<file path="config.mk">
export PLATFORM = sky130hd
export DESIGN_NAME = nbacc_front
export DESIGN_NICKNAME = d
export VERILOG_FILES = /design/src/design/nbacc_pkg.sv /design/src/design/nbacc_front.sv
export SDC_FILE = /design/constraint.sdc
export NUM_CORES = 1
export LEC_CHECK = 0
export ABC_AREA = 0
export BUFFER_PORTS_ARGS = -buffer_cell sky130_fd_sc_hd__buf_2
export CAP_MARGIN = 20
export CORE_AREA = 5 5 329 331
export CTS_BUF_LIST = sky130_fd_sc_hd__clkbuf_16
export DETAILED_ROUTE_END_ITERATION = 12
export DIE_AREA = 0 0 334 336
export PLACE_DENSITY = 0.3
export SETUP_SLACK_MARGIN = 0.1
export SYNTH_ARGS = -nofsm -noshare
export SYNTH_HDL_FRONTEND = slang
export SYNTH_SLANG_ARGS = --single-unit
</file>
<file path="constraint.sdc">
create_clock -name clk -period 2.2 [get_ports clk]
set_input_delay 0.33 -clock clk [delete_from_list [all_inputs] [get_ports clk]]
set_output_delay 0.33 -clock clk [all_outputs]
set_load 0.02 [all_outputs]
</file>
<file path="src/design/nbacc_pkg.sv">
// Shared types, constants and saturating arithmetic for the force and jerk accumulator.
package nbacc_pkg;

    localparam logic [63:0] SMAX = 64'h7FFF_FFFF_FFFF_FFFF;
    localparam logic [63:0] SMIN = 64'h8000_0000_0000_0000;
    localparam logic [63:0] UMAX = 64'hFFFF_FFFF_FFFF_FFFF;
    localparam logic [63:0] TRIPLE = 64'd3;

    // Two's complement shift codes for the multiplier.
    localparam logic [7:0] SH_NONE = 8'h00;
    localparam logic [7:0] SH_DN32 = 8'hE0;
    localparam logic [7:0] SH_DN40 = 8'hD8;
    localparam logic [7:0] E2_BIAS = 8'd54;
    localparam logic [7:0] E3_BIAS = 8'd65;

    localparam int QUEUE_DEPTH_DEF = 2;

    typedef enum logic [1:0] {
        KIND_LOAD,
        KIND_SRC,
        KIND_SKIP
    } kind_t;

    typedef struct packed {
        kind_t            kind;
        logic             last;
        logic [2:0][63:0] pos;
        logic [2:0][63:0] vel;
        logic [31:0]      mass;
    } cmd_t;

    typedef struct packed {
        logic        start;
        logic [63:0] a;
        logic [63:0] b;
        logic        b_signed;
        logic [7:0]  shift;
    } mul_req_t;

    typedef struct packed {
        logic         done;
        logic [63:0]  res;
        logic [127:0] prod;
    } mul_rsp_t;

    typedef enum logic [3:0] {
        S_IDLE,
        S_ISSUE,
        S_WAIT,
        S_SOFT,
        S_NORM,
        S_SQRT,
        S_DIV,
        S_EMIT
    } state_t;

    typedef enum logic [3:0] {
        OP_SQ,
        OP_RV,
        OP_I2,
        OP_I3,
        OP_MR3,
        OP_AL,
        OP_AL3,
        OP_C,
        OP_ACC,
        OP_JRK
    } op_t;

    function automatic logic [63:0] sat_add(input logic [63:0] a, input logic [63:0] b);
        logic [63:0] s;
        s = a + b;
        if (((a ^ s) & (b ^ s)) >> 63 != 64'd0)
            return a[63] ? SMIN : SMAX;
        return s;
    endfunction

    function automatic logic [63:0] sat_sub(input logic [63:0] a, input logic [63:0] b);
        logic [63:0] s;
        s = a - b;
        if (((a ^ b) & (a ^ s)) >> 63 != 64'd0)
            return a[63] ? SMIN : SMAX;
        return s;
    endfunction

    function automatic logic [63:0] uadd_sat(input logic [63:0] a, input logic [63:0] b);
        logic [64:0] s;
        s = {1'b0, a} + {1'b0, b};
        return s[64] ? UMAX : s[63:0];
    endfunction

    // Scale a magnitude product by 2^shift, then saturate and apply the sign.
    function automatic logic [63:0] mul_fin(input logic [127:0] prod, input logic neg,
                                            input logic [7:0] shift);
        logic [127:0] p;
        logic [63:0]  lo;
        logic [63:0]  lim;
        logic         sat;
        logic [7:0]   s;
        sat = 1'b0;
        lim = neg ? SMIN : SMAX;
        p = prod;
        s = 8'd0;
        if (shift[7])
        begin
            s = 8'd0 - shift;
            p = prod >> s;
        end
        else if (shift != 8'd0 && prod != 128'd0)
        begin
            if (shift >= 8'd64)
                sat = 1'b1;
            else if ((prod >> (8'd64 - shift)) != 128'd0)
                sat = 1'b1;
            p = prod << shift;
        end
        if (p[127:64] != 64'd0)
            sat = 1'b1;
        lo = p[63:0];
        if (sat || lo > lim)
            lo = lim;
        return neg ? 64'd0 - lo : lo;
    endfunction

endpackage

</file>
<file path="src/design/nbacc_front.sv">
// Input side: accepts words, tracks the target index and classifies each item.
module nbacc_front (
    input  logic                clk,
    input  logic                rst_n,
    input  logic                s_tvalid,
    output logic                s_tready,
    input  logic [431:0]        s_tdata,
    input  logic                s_tuser,
    input  logic                s_tlast,
    output logic                q_wr_en,
    output nbacc_pkg::cmd_t     q_wr_data,
    input  logic                q_full
);
    import nbacc_pkg::*;

    logic [15:0] tgt_idx_reg;
    logic [15:0] tgt_idx_next;
    logic [15:0] idx;
    logic        accept;

    assign s_tready = !q_full;
    assign accept = s_tvalid && s_tready;
    assign idx = s_tdata[15:0];
    assign q_wr_en = accept;

    always_comb
    begin
        tgt_idx_next = tgt_idx_reg;
        q_wr_data.last = s_tlast;
        q_wr_data.pos[0] = s_tdata[79:16];
        q_wr_data.pos[1] = s_tdata[143:80];
        q_wr_data.pos[2] = s_tdata[207:144];
        q_wr_data.vel[0] = s_tdata[271:208];
        q_wr_data.vel[1] = s_tdata[335:272];
        q_wr_data.vel[2] = s_tdata[399:336];
        q_wr_data.mass = s_tdata[431:400];
        if (!s_tuser)
        begin
            q_wr_data.kind = KIND_LOAD;
            if (accept)
                tgt_idx_next = idx;
        end
        else if (idx == tgt_idx_reg)
            q_wr_data.kind = KIND_SKIP;
        else
            q_wr_data.kind = KIND_SRC;
    end

    always_ff @(posedge clk or negedge rst_n)
    begin
        if (!rst_n)
            tgt_idx_reg <= 16'd0;
        else
            tgt_idx_reg <= tgt_idx_next;
    end

endmodule

</file>
### Yosys cells after proc, flatten, opt, wreduce, memory -nomap -nowiden

Cells that the tools add are included.

* bits of input ports: 438
* flip-flop bits (word level): 16
* output and inout port bits: 421
* word-level logic and storage cells: 8

* equality and inequality tests: 1
* reduce and logical (&&, ||, !) cells: 3
* muxes and demuxes: 2
* bitwise logic cells: 1

Operators with widths (count)
* $eq 16x16->1: 1
* $mux 2: 2
* $reduce_and 2->1: 1
* $logic_and 1x1->1: 1
* $logic_not 1->1: 1
* $not 1->1: 1

### Logic depth before layout (Yosys ltp)

* depth after elaboration: 3
* mapped depth: 5
* gate-level depth less buffers: 4

### Least setup slack after synthesis

No wires, ideal clock.

* path kind: flip-flop to output port
* start point: register tgt_idx_reg[5]
* end point: output q_wr_data[418] (netlist bit)
* required time: 1.870 ns
* cell stages (with the launch flop): 5
* buffers on the path: 0
* data arrival time: 1.198 ns
* slack: 0.672 ns
* path through: dfrtp_1 -> xor2_1 -> nor4_1 -> nand4_1 -> nor2_1

RTL lines
* from (decl): line nbacc_front.sv:16 `logic [15:0] tgt_idx_reg;`
* from (signal assigned): line nbacc_front.sv:54 `tgt_idx_reg <= tgt_idx_next;`
* to (decl): line nbacc_front.sv:11 `output nbacc_pkg::cmd_t q_wr_data,`

==> metrics <==
outcome=complete, no violations; nets@finish=526; flop-to-flop setup slack=1.43 ns; Seq/Total Area, Yosys=0.100; layout cells sized above 1=0.547; #FFs+latches synth=16; Syn Area/Cell=8.35 µm²; Total Power=0.938 mW; fin area=2780 µm²; Final Max Slew Viols=0; port bufs=24; synth warn=0; critical path class=flip-flop to primary output; Gate power share=0.205; die height=336 µm; fmax=0.512 GHz; Buf+Inv Stages, Crit Path=1; internal power=0.704 mW; gr usage total=0.0476; Static Leakage=0.517 nW; Post-Syn Area=3990 µm²; Tcrit/Tclk final=0.889; routed len/inst=19.8 µm; Clock Power Share=0.379; crit end category=primary output; Initial Utilization=0.0381; root buffer selected by CTS=clkbuf_16; Clock Tree Buf Depth=2; RSZ-0062 raised after global routing=no; FP Rows=119; Fin. Hold Viols=0; initial antenna violation count=0; Area after DPL=2690 µm²; GPL Wtd Cong=0.650; DR vias=1244; CP max FO=2; Inst Count DP=1474; Die Area=112000 µm²; Overflow after GRT=0; CTS tree=yes; worst reg2reg endpoint=tgt_idx_reg[2]; IR drop worst, VDD=0.000274 V; drt via density=0.842; # DRC=0; reg-to-reg startpoint=tgt_idx_reg[2]; Reg power frac=0.416; Clock transition at path regs=0.05 ns; worst hold path type=input port to async pin; # fillers=12600; synth unique cells=14; skew final=0 ns; n_diodes=0; Layout area overhead=-30.4%; CTS buffer count=3; Detail Route Antenna Nets=0; setup TNS=0 ns; Max-Cap Viols=0; IO Pins=859; clock sink count=16; WP data arrival=1.62 ns; Core Footprint=105000 µm²; first-pass GRT wire length=31.4 mm; CP cell instances=xor2_1, nor4_2, nand4_1, and2_1, buf_2; fin crit period=1.95 ns; DP Wirelength=27.4 mm; CP max stage cell=dfrtp_1; Switching Power=0.233 mW; Final Non-Filler Cells=1477; H-tree depth=1; crit start category=flip-flop; worst skew pair latency=0.24 ns; drt first pass iters=3; Worst slew margin=0.718; cells after synthesis=478; die width=334 µm; CP Data Required Time=1.87 ns; Iter 0 DRT Violations=57; Worst-Margin Slew=0.422 ns; largest net degree at the start of global routing=17; CP peak stage delay=0.38 ns; Synthesized Nets=916; Largest register FFs=16; setup violators final=0; routed wire length=29.2 mm; Pwr Density=338 nW/µm²; critical path's top delay family=simple AND/OR/NAND/NOR gates; vias in the first global route=1350; Switching Fraction=0.249; Worst Reg-to-Reg Cells=1
[synth_stat cells]
cell type	count	share of area
buf_6	1	0.0028
mux2_4	10	0.038
buf_4	417	0.78
inv_1	2	0.0019
and2_1	1	0.0016
nor4_1	4	0.0063
mux2_2	6	0.017
buf_12	1	0.0050
xor2_1	16	0.035
and2_4	1	0.0022
nor2b_4	1	0.0034
nand4_1	1	0.0016
dfrtp_1	16	0.10
nor2_1	1	0.00094
[cell families after synthesis]
| logic type | Yosys count | share of synthesized area |
|---|---|---|
| buffers and inverters | 421 | 0.794 |
| multiplexers | 16 | 0.0545 |
| XOR/XNOR | 16 | 0.0351 |
| flip-flops | 16 | 0.100 |
| AND/OR/NAND/NOR | 9 | 0.0160 |
[area by class of cell]
class,count,area (µm²),area share
tap,1391,1740,0.627
inverter,2,7.51,0.00270
clock buffer,3,75.1,0.0270
timing repair buffer,24,120,0.0432
multi-input combinational,41,434,0.156
sequential,16,400,0.144
[repair_timing]
action                                 in CTS  in global routing
hold buffers                                0                  0
setup buffers                               0                  0
resized for setup                           0                  2
endpoints found under the hold margin       0                  0
setup endpoints to repair                   0                  2
[power by group through the flow]
| stage | logic [mW] | registers [mW] | clock network, mW |
|---|---|---|---|
| floorplan | 1.24 | 0.386 | 0 |
| global placement | 0.189 | 0.394 | 0 |
| detailed placement | 0.190 | 0.393 | 0 |
| CTS | 0.190 | 0.390 | 0.370 |
| global route | 0.213 | 0.397 | 0.384 |
| finish | 0.192 | 0.390 | 0.355 |
[worst max path at each step]
stage,to,start,depth (start not counted)
6_report,q_wr_data[417],tgt_idx_reg[5],5
5_1_grt,q_wr_data[417],tgt_idx_reg[2],5
4_1_cts,q_wr_data[417],tgt_idx_reg[5],5
3_5_place_dp,q_wr_data[417],s_tdata[5],6
3_3_place_gp,q_wr_data[417],s_tdata[5],6
2_1_floorplan,q_wr_data[418],tgt_idx_reg[5],4
[per-layer routing]
metal  up-vias  wire, µm  GRT usage
li1        258         -          -
met1       377      1400    0.00644
met2       453     12200     0.0693
met3       154     13800      0.107
met4         2      1780     0.0261
met5         -        55    0.00334
[layout by cell type, fill, tap and decap left out]
master,count
buf_2,24
xor2_1,16
dfrtp_1,16
mux2_4,10
mux2_2,6
clkbuf_16,3
inv_1,2
nor4_1,2
nor4_2,2
nor2b_4,1
nand4_1,1
and2_1,1
nor2_1,1
and2_4,1
[stage by stage]
| step | hold WS, ns | utilization | worst slack (ns) |
|---|---|---|---|
| global route | 0.0475 | 0.0265 | 0.155 |
| global placement | 0.288 | 0.0257 | 0.338 |
| detailed placement | 0.285 | 0.0257 | 0.351 |
| floorplan | 0.0344 | - | 0.672 |
| finish | 0.0171 | 0.0265 | 0.245 |
| CTS | 0.0255 | 0.0264 | 0.133 |
Note: power is estimated with default switching activity, not from simulation.
