$ cat src/design/nbacc_pkg.sv
// Shared types, constants and saturating arithmetic for the force and jerk accumulator.
package nbacc_pkg;

    localparam logic [63:0] SMAX = 64'h7FFF_FFFF_FFFF_FFFF;
    localparam logic [63:0] SMIN = 64'h8000_0000_0000_0000;
    localparam logic [63:0] UMAX = 64'hFFFF_FFFF_FFFF_FFFF;
    localparam logic [63:0] TRIPLE = 64'd3;

    // Two's complement shift codes for the multiplier.
    localparam logic [7:0] SH_NONE = 8'h00;
    localparam logic [7:0] SH_DN32 = 8'hE0;
    localparam logic [7:0] SH_DN40 = 8'hD8;
    localparam logic [7:0] E2_BIAS = 8'd54;
    localparam logic [7:0] E3_BIAS = 8'd65;

    localparam int QUEUE_DEPTH_DEF = 2;

    typedef enum logic [1:0] {
        KIND_LOAD,
        KIND_SRC,
        KIND_SKIP
    } kind_t;

    typedef struct packed {
        kind_t            kind;
        logic             last;
        logic [2:0][63:0] pos;
        logic [2:0][63:0] vel;
        logic [31:0]      mass;
    } cmd_t;

    typedef struct packed {
        logic        start;
        logic [63:0] a;
        logic [63:0] b;
        logic        b_signed;
        logic [7:0]  shift;
    } mul_req_t;

    typedef struct packed {
        logic         done;
        logic [63:0]  res;
        logic [127:0] prod;
    } mul_rsp_t;

    typedef enum logic [3:0] {
        S_IDLE,
        S_ISSUE,
        S_WAIT,
        S_SOFT,
        S_NORM,
        S_SQRT,
        S_DIV,
        S_EMIT
    } state_t;

    typedef enum logic [3:0] {
        OP_SQ,
        OP_RV,
        OP_I2,
        OP_I3,
        OP_MR3,
        OP_AL,
        OP_AL3,
        OP_C,
        OP_ACC,
        OP_JRK
    } op_t;

    function automatic logic [63:0] sat_add(input logic [63:0] a, input logic [63:0] b);
        logic [63:0] s;
        s = a + b;
        if (((a ^ s) & (b ^ s)) >> 63 != 64'd0)
            return a[63] ? SMIN : SMAX;
        return s;
    endfunction

    function automatic logic [63:0] sat_sub(input logic [63:0] a, input logic [63:0] b);
        logic [63:0] s;
        s = a - b;
        if (((a ^ b) & (a ^ s)) >> 63 != 64'd0)
            return a[63] ? SMIN : SMAX;
        return s;
    endfunction

    function automatic logic [63:0] uadd_sat(input logic [63:0] a, input logic [63:0] b);
        logic [64:0] s;
        s = {1'b0, a} + {1'b0, b};
        return s[64] ? UMAX : s[63:0];
    endfunction

    // Scale a magnitude product by 2^shift, then saturate and apply the sign.
    function automatic logic [63:0] mul_fin(input logic [127:0] prod, input logic neg,
                                            input logic [7:0] shift);
        logic [127:0] p;
        logic [63:0]  lo;
        logic [63:0]  lim;
        logic         sat;
        logic [7:0]   s;
        sat = 1'b0;
        lim = neg ? SMIN : SMAX;
        p = prod;
        s = 8'd0;
        if (shift[7])
        begin
            s = 8'd0 - shift;
            p = prod >> s;
        end
        else if (shift != 8'd0 && prod != 128'd0)
        begin
            if (shift >= 8'd64)
                sat = 1'b1;
            else if ((prod >> (8'd64 - shift)) != 128'd0)
                sat = 1'b1;
            p = prod << shift;
        end
        if (p[127:64] != 64'd0)
            sat = 1'b1;
        lo = p[63:0];
        if (sat || lo > lim)
            lo = lim;
        return neg ? 64'd0 - lo : lo;
    endfunction

endpackage

$ cat src/design/nbacc_fifo.sv
// Short command queue between the input side and the arithmetic engine.
module nbacc_fifo #(
    parameter int DEPTH = nbacc_pkg::QUEUE_DEPTH_DEF
) (
    input  logic            clk,
    input  logic            rst_n,
    input  logic            wr_en,
    input  nbacc_pkg::cmd_t wr_data,
    output logic            full,
    input  logic            rd_en,
    output nbacc_pkg::cmd_t rd_data,
    output logic            empty
);
    import nbacc_pkg::*;

    localparam int PW = $clog2(DEPTH);
    localparam int CW = $clog2(DEPTH + 1);

    cmd_t          entry_reg [DEPTH];
    logic [PW-1:0] wr_ptr_reg;
    logic [PW-1:0] rd_ptr_reg;
    logic [CW-1:0] count_reg;
    logic          do_wr;
    logic          do_rd;

    assign full = (count_reg == CW'(DEPTH));
    assign empty = (count_reg == '0);
    assign do_wr = wr_en && !full;
    assign do_rd = rd_en && !empty;
    assign rd_data = entry_reg[rd_ptr_reg];

    always_ff @(posedge clk)
    begin
        if (do_wr)
            entry_reg[wr_ptr_reg] <= wr_data;
    end

    always_ff @(posedge clk or negedge rst_n)
    begin
        if (!rst_n)
        begin
            wr_ptr_reg <= '0;
            rd_ptr_reg <= '0;
            count_reg <= '0;
        end
        else
        begin
            if (do_wr)
                wr_ptr_reg <= (wr_ptr_reg == PW'(DEPTH - 1)) ? '0 : wr_ptr_reg + 1'b1;
            if (do_rd)
                rd_ptr_reg <= (rd_ptr_reg == PW'(DEPTH - 1)) ? '0 : rd_ptr_reg + 1'b1;
            if (do_wr && !do_rd)
                count_reg <= count_reg + 1'b1;
            else if (do_rd && !do_wr)
                count_reg <= count_reg - 1'b1;
        end
    end

endmodule

$ cat config.mk
export PLATFORM = sky130hd
export DESIGN_NAME = nbacc_fifo
export DESIGN_NICKNAME = d
export VERILOG_FILES = /design/src/design/nbacc_pkg.sv /design/src/design/nbacc_fifo.sv
export SDC_FILE = /design/constraint.sdc
export NUM_CORES = 1
export LEC_CHECK = 0
export BUFFER_PORTS_ARGS = -buffer_cell sky130_fd_sc_hd__buf_2
export CORE_AREA = 2 2 327 329
export DETAILED_ROUTE_END_ITERATION = 8
export DIE_AREA = 0 0 329 331
export GPL_TIMING_DRIVEN = 1
export PLACE_DENSITY_LB_ADDON = 0.12
export SYNTH_ARGS = -nofsm -noshare
export SYNTH_HDL_FRONTEND = slang
export SYNTH_SLANG_ARGS = --single-unit
$ cat constraint.sdc
create_clock -name clk -period 23.5 [get_ports clk]
set_clock_uncertainty 0.1 [all_clocks]
set_input_delay 2.35 -clock clk [delete_from_list [all_inputs] [get_ports clk]]
set_output_delay 2.35 -clock clk [all_outputs]
set_load 0.05 [all_outputs]
* Word level (Yosys, flattened, before mapping) *
Memory sizes are Yosys's and may differ from the RTL's.
Cells that the tools add are included.

operators by class
  add/subtract/negate cells = 4
  muxes and demuxes = 6
  reductions and logical operators = 10
  equal/unequal tests = 1

operator list
  cell                   number
  $logic_and A1 B1 Y1    4
  $logic_not A1 Y1       4
  $mux W1                4
  $mux W2                2
  $add A1 B1 Y1 const B  2
  $add A2 B1 Y2 const B  1
  $eq A2 B2 Y1 const B   1
  $logic_not A2 Y1       1
  $reduce_bool A2 Y1     1
  $sub A2 B1 Y2 const B  1

storage, ports and cells
  word-level logic and storage cells = 25
  input bits = 423
  memories = 1
  bits in writable memories = 838
  flip-flop bits (word level) = 4
  output and inout port bits = 421

memories
  memory     words  width  read ports  clocked after Yosys merged registers in  write ports  line              source
  entry_reg  2      419    1           0                                        1            nbacc_fifo.sv:19  cmd_t entry_reg [DEPTH];

* Logic depth before layout (Yosys ltp) *
Gate-level depths: netlist of the first run.

  depth after elaboration = 7
  gate-level depth with buffers = 7
  gate-level depth less buffers = 7

* Least setup slack after synthesis of the first run *
No wires, ideal clock.

  path type = input to register
  start point = input port wr_en
  end point = memory entry_reg[0][0] in the netlist's numbering, enable pin
  buffers on the path = 0
  required time = 22.191 ns
  arrival = 19.774 ns
  stages on the path = 2
  slack = 2.417 ns
  library setup time = 1.209 ns
  cells stage by stage = nand2_1 > nor2_1

between the ends
  cells in the longest elaborated chain, start to end = 3

ends and longest elaborated chain
  item                           line              source
  start: declaration             nbacc_fifo.sv:7   input logic wr_en,
  $logic_and A1 B1 Y1            nbacc_fifo.sv:28  assign do_wr = wr_en && !full;
  $mux W1                        nbacc_fifo.sv:34  if (do_wr)
  $mux W1 (not written as such)  nbacc_fifo.sv:35  entry_reg[wr_ptr_reg] <= wr_data;
  end: declaration               nbacc_fifo.sv:19

No other way between the ends.

==> results of run 1 <==
## layout by cell type, fill, tap and decap left out, types with 3 or more instances in the layout
cell type	instances
clkinv_1	14
edfxtp_1	838
mux2_4	400
buf_2	843
bufinv_16	7
clkinv_2	22
mux2_2	19
dfrtp_1	3
clkbuf_16	97
buf_4	18
diode_2	25
clkinvlp_4	4
xnor2_1	3
clkbuf_1	21
## cell families (layout without fill, tap and decap cells)
kind of cell	Yosys count	in the layout	share of synthesized area [%]
other cells	0	25	0
fa+ha+maj	1	1	0.03851
xor+xnor	5	5	0.1348
compound gates	1	1	0.01539
buf+inv	49	1035	2.800
flops	842	842	77.78
mux	419	419	19.15
simple gates	6	6	0.08475
## per-layer routing
layer  share of wire [%]  up-vias  wire length, um  global-route usage [%]
met1                  32     7971            26740                   13.71
met3                 9.7      177             8067                   6.319
met5                0.34        -              286                       0
met2                  54      590            45250                   26.83
met4                 3.3       48             2699                   6.313
li1                    -     7165                -                       -
## per-stage QoR
stage,hold slack (ns),area (sq um)
finish,0.4264,40760
global route,0.4562,40740
CTS,0.4281,40700
detailed placement,0.4164,37730
global placement,0.4024,37730
floorplan,0.3608,32480
## worst paths after layout
check,start,to,slack (ns)
worst max-delay path,rd_ptr_reg$_DFFE_PN0P_,rd_data[245],16.49
max in group asynchronous,rst_n,rd_ptr_reg$_DFFE_PN0P_,21.76
worst max register to register,count_reg[0]$_DFFE_PN0P_,entry_reg[0][180]$_DFFE_PP_,19.69
worst min-delay path,count_reg[1]$_DFFE_PN0P_,count_reg[1]$_DFFE_PN0P_,0.43
worst min register to register,count_reg[1]$_DFFE_PN0P_,count_reg[1]$_DFFE_PN0P_,0.43
min in group asynchronous,rst_n,count_reg[1]$_DFFE_PN0P_,1.40
## where the power goes
part	internal, mW	switching, mW	total [mW]
sequential	2.06	0.0918	2.15
combinational	0.807	1.90	2.71
clock	0.832	0.582	1.41
## layout make-up
type                       instances  share of cell area (%)
sequential                       842                   61.99
antenna                           25                  0.1535
tap                             1391                   4.270
multi-input combinational        432                   15.51
inverter                           2                 0.01842
timing repair buffer             863                   10.78
clock inverter                    52                   1.130
clock buffer                     118                   6.149
## synth_stat cells, types with 2 or more instances
| cell | number |
|---|---|
| mux2_4 | 400 |
| mux2_2 | 19 |
| buf_12 | 44 |
| dfrtp_1 | 4 |
| edfxtp_1 | 838 |
| nor2_1 | 3 |
| xnor2_1 | 3 |
| buf_2 | 2 |
| xor2_1 | 2 |
| inv_1 | 2 |
==> metrics.md, run 1 <==
| Metric | Value |
|---|---|
| Pin count of the biggest net entering global routing | 144 |
| Final Max Slew Viols | 0 |
| CP max-delay cell | dfrtp_4 |
| Worst-skew pair later-pin latency | roughly 0.65 ns |
| Final Wtd Congestion | ~0.76 |
| Chip Width | 329 um |
| Final core occ | 38.83% |
| Final WS setup | 16.49 ns |
| Max IR drop VDD | 109.2 uV |
| Share of layout cells above drive strength 1 | 61.50% |
| Non-filler cells in the finished layout | roughly 3700 |
| Asr flop ratio synth | less than 1% |
| Post-Syn Nets | around 1700 |
| GR Overflow Total | 0 |
| Die area | around 110000 sq um |
| Core Footprint | about 100000 sq um |
| Sequential cell area | ~25000 sq um |
| Final hold vios | 0 |
| Primary FF master, synth | edfxtp_1 |
| CTS Buf Count | between 90 and 100 |
| Largest cells by area after synthesis | edfxtp_1 77%, mux2_4 18%, buf_12 2.7%, mux2_2 0.66%, dfrtp_1 0.31% |
| FILL cells | 9813 |
| DRC | 0 |
| Crit path max fanout | 47 |
| Synthesized area per cell | about 25 sq um |
| Seq/Total Area, Yosys | 77.78% |
| Slew headroom | between 10% and 20% |
| Initial Util | between 30 and 40% |
| Post-Syn Area | 32480 sq um |
| Max reg flops | roughly 840 |
| Dpl hpwl | 59.12 mm |
| P_leak | between 15 and 20 nW |
| Vias in the first global route | between 15000 and 20000 |
| Vias post-DR | 15950 |
| Crit end category | output port |
| Fin Setup TNS | 0 ns |
| Synth unique cells | 16 |
| Most used cell, CP | buf_4 |
| Die Y | between 300 and 400 um |
| Power, Total | roughly 6.3 mW |
| Worst hold path type | reg -> reg |
| Worst EP arrival | around 4.6 ns |
| Hold Buf Count CTS | 0 |
| 1st-iter DRT viols | 830 |
| Buf/Inv on CP | 4 |
| Synth Warn # | 0 |
| Worst Max-Slew Pin Slew | 1.213 ns |
| Share of Yosys cell area claimed by the top area cell type | approximately 77% |
| Yosys reg bits | roughly 840 |
| H-tree Lvls | 3 |
| CTS tree | done |
| Global-route wire length before repair | roughly 110 mm |
| Antenna Nets Post-Route | 0 |
| Routed WL | a little over 80 mm |
| Area leader, netlist | edfxtp_1 |
| Hold Path Depth | 1 |
| Status | complete, no violations |
| Worst R2R Path Depth | 6 |
| Final setup viols | 0 |
| Crit-path leading delay family | buffers and inverters |
| First drt pass iteration count | 4 |
| Clock Sinks | 842 |
| Critical path type | reg -> out |
| Area of the multi-input gates | 6321 sq um |
| Wirelength per Cell | 22.29 um |
| Overall routing resource usage | between 10 and 15% |
| Cell Chain, Critical Path | buf_4 > buf_4 > buf_4 > mux2_4 > buf_2 |
| Placed cell count | approximately 3500 |
| Post-cts resize count | 0 |
| Worst-path clk slew | 0.06 ns |
| Port Buf Inserts | 843 |
| # Post-CTS Setup Buffers | 0 |
| Final worst-path cycle share | between 20 and 30% |
| RSZ-0062 raised after global routing | no |
| Startpoint Class | flip-flop |
| CP max stage delay | just under 0.9 ns |
| Vias per Instance | between 4 and 5 |
| Post-synth EDFFs | approximately 840 |
| Nets | ~2700 |
| Clock period minus worst slack | about 7.0 ns |
| Achievable clock frequency | between 100 and 150 MHz |
| Area delta synth->final | 25.48% |
| Ports | 844 |
| CP required | 21.05 ns |
| Pwr Density | between 150 and 200 nW/um^2 |
| MaxCap Viol Count | 0 |
| Clock Tree Buf Depth | 3 |
| Rows | 119 |
| CP Depth | 5 |
| Pre-CTS setup slack | 17.07 ns |
| Initial antenna violation count | 56 |
| Post-Synthesis Cells | 1323 |
| Root Buffer | clkbuf_16 |
(Power assumes the default switching activity.)
==> run 2: changes to the inputs <==
- CORE_AREA: 2 2 327 329 -> 2 2 333 335
- DIE_AREA: 0 0 329 331 -> 0 0 335 337
- clock period: 23.5 -> 5.7 ns (I/O delays scaled with it)
==> metrics.md, run 2 (same netlist as run 1, synthesis figures left out) <==
| Metric | Value |
|---|---|
| Share of layout cells above drive strength 1 | 51.71% |
| Ports | roughly 840 |
| Critical path origin | rd_ptr_reg$_DFFE_PN0P_ |
| Area of the multi-input gates | around 6300 sq um |
| CP required | a little over 5 ns |
| Nets | roughly 3100 |
| Max reg flops | 838 |
| Port Buf Inserts | 843 |
| P_leak | 17.81 nW |
| Slew headroom | between 10% and 20% |
| CP Depth | 3 |
| Post-DP Area | about 38000 sq um |
| Overall routing resource usage | around 14% |
| H-tree Lvls | 3 |
| Vias in the first global route | just under 20000 |
| Crit path max fanout | between 100 and 150 |
| Worst R2R Path Depth | 3 |
| First drt pass iteration count | 4 |
| Pwr Density | 579.6 nW/um^2 |
| Final Wtd Congestion | 0.7586 |
| GR Overflow Total | 0 |
| Final worst-path cycle share | 59.09% |
| Top Layer Used | met5 |
| Final hold vios | 0 |
| Cell Chain, Critical Path | buf_12 > mux2_2 > buf_2 |
| Initial Util | 29.64% |
| Met3 Routed Length | 6.109 mm |
| Rows | between 100 and 150 |
| Antenna Nets Post-Route | 0 |
| Worst r2r src | count_reg[0]$_DFFE_PN0P_ |
| Met1 wire length | about 30 mm |
| Die area | 112900 sq um |
| Die Y | between 300 and 400 um |
| Worst-path clk slew | around 0.060 ns |
| Max IR drop VDD | between 300 and 400 uV |
| Pin count of the biggest net entering global routing | roughly 170 |
| Vias post-DR | between 15000 and 20000 |
| Final Max Slew Viols | 0 |
| Most common cell after layout, fill and taps aside | buf_2 |
| Met2 WL | between 40 and 50 mm |
| Vias per Instance | between 4 and 5 |
| Post-route cell area | 44910 sq um |
| MaxCap Viol Count | 0 |
| Worst EP arrival | 2.70 ns |
| Core Footprint | ~110000 sq um |
| Crit end category | output port |
| Wirelength per Cell | slightly above 20 um |
| DRC | 0 |
| Routed WL | between 80 and 90 mm |
| Min Hold Slack | about 0.066 ns |
| Root Buffer | clkbuf_16 |
| Clock Tree Buf Depth | 3 |
| Worst-skew pair later-pin latency | ~0.65 ns |
| Worst hold path type | in -> reg |
| Achievable clock frequency | between 200 and 300 MHz |
| Commonest non-fill, non-tap cells in the layout | 843 x buf_2, 838 x edfxtp_1, 414 x dlygate4sd3_1 |
| Initial antenna violation count | 14 |
| FILL cells | between 10000 and 15000 |
| CP max-delay cell | dfrtp_4 |
| CP max stage delay | approximately 0.62 ns |
| Status | complete, no violations |
| Critical path type | reg -> out |
| Final setup viols | 0 |
| 1st-iter DRT viols | between 700 and 800 |
| RR Endpoint | entry_reg[1][1]$_DFFE_PP_ |
| Critical Path End | rd_data[410] |
| CTS tree | done |
| Chip Width | 335 um |
| Global-route wire length before repair | 120.8 mm |
| CTS Buf Count | slightly below 100 |
| Crit-path leading delay family | buffers and inverters |
| Area delta synth->final | 38.25% |
| Dpl hpwl | 57.37 mm |
| Clock period minus worst slack | approximately 3.4 ns |
| R2R setup slack | around 3.1 ns |
| Sequential cell area | between 20000 and 30000 sq um |
| Buf/Inv on CP | 2 |
| Worst Max-Slew Pin Slew | roughly 1.3 ns |
| Clock Sinks | approximately 840 |
| RSZ-0062 raised after global routing | no |
| Startpoint Class | flip-flop |
-- run 2: cell types whose count changed in the layout (fill, tap and decap cells not counted), sizes merged --
cell,delta
clkinvlp,+1
bufinv,-4
diode,-16
buf,-7
inv,-2
clkinv,+1
dlygate4sd3,+414
clkbuf,+9
-- run 2: cell type report --
class                           instances  share of cell area, %
Sequential cell                       842                  56.27
Timing Repair Buffer                 1270                  19.12
Multi-Input combinational cell        432                  14.11
Clock buffer                          127                  5.751
Tap cell                             1426                  3.973
Clock inverter                         48                 0.7160
Antenna cell                            9                0.05015
Inverter                                2                0.01672
-- run 2: worst min-delay path by stage --
stage / startpoint / endpoint / depth (start not counted)
floorplan: rst_n / count_reg[0]$_DFFE_PN0P_ / 0
global placement: rst_n / count_reg[1]$_DFFE_PN0P_ / 1
detailed placement: rst_n / count_reg[1]$_DFFE_PN0P_ / 1
CTS: wr_data[120] / entry_reg[1][120]$_DFFE_PP_ / 1
global route: wr_data[120] / entry_reg[1][120]$_DFFE_PP_ / 1
finish: wr_data[120] / entry_reg[1][120]$_DFFE_PP_ / 1
-- run 2: metal layers --
layer / vias to the layer above / global-route usage, %
met5: - / 0
met4: 8 / 5.849
met3: 159 / 4.555
met2: 584 / 27.14
met1: 8678 / 14.75
li1: 7958 / -
-- run 2: timing repair --
action                                 4_1_cts  5_1_grt
hold buffers                               414        0
endpoints found under the hold margin      829        0
buffers inserted                             0        0
gates resized for setup                      0        0
-- run 2: power breakdown --
part / leakage (nW) / switching (mW) / internal, mW
registers: 7.83 / 0.329 / 8.49
clock network: 1.41 / 2.41 / 3.31
logic: 8.57 / 7.95 / 3.54
-- run 2: stage by stage --
step	setup WS, ns	power, mW	TNS (ns)	utilization (%)	std cells
after floorplan	-1.626	18.59	-885.75	-	1323
after detailed placement	2.982	20.38	0	34.52	3558
final	2.332	26.03	0	40.97	4156
after CTS	2.255	26.46	0	40.95	4147
after global placement	2.986	20.33	0	34.52	3558
after global routing	2.189	27.07	0	40.97	4156
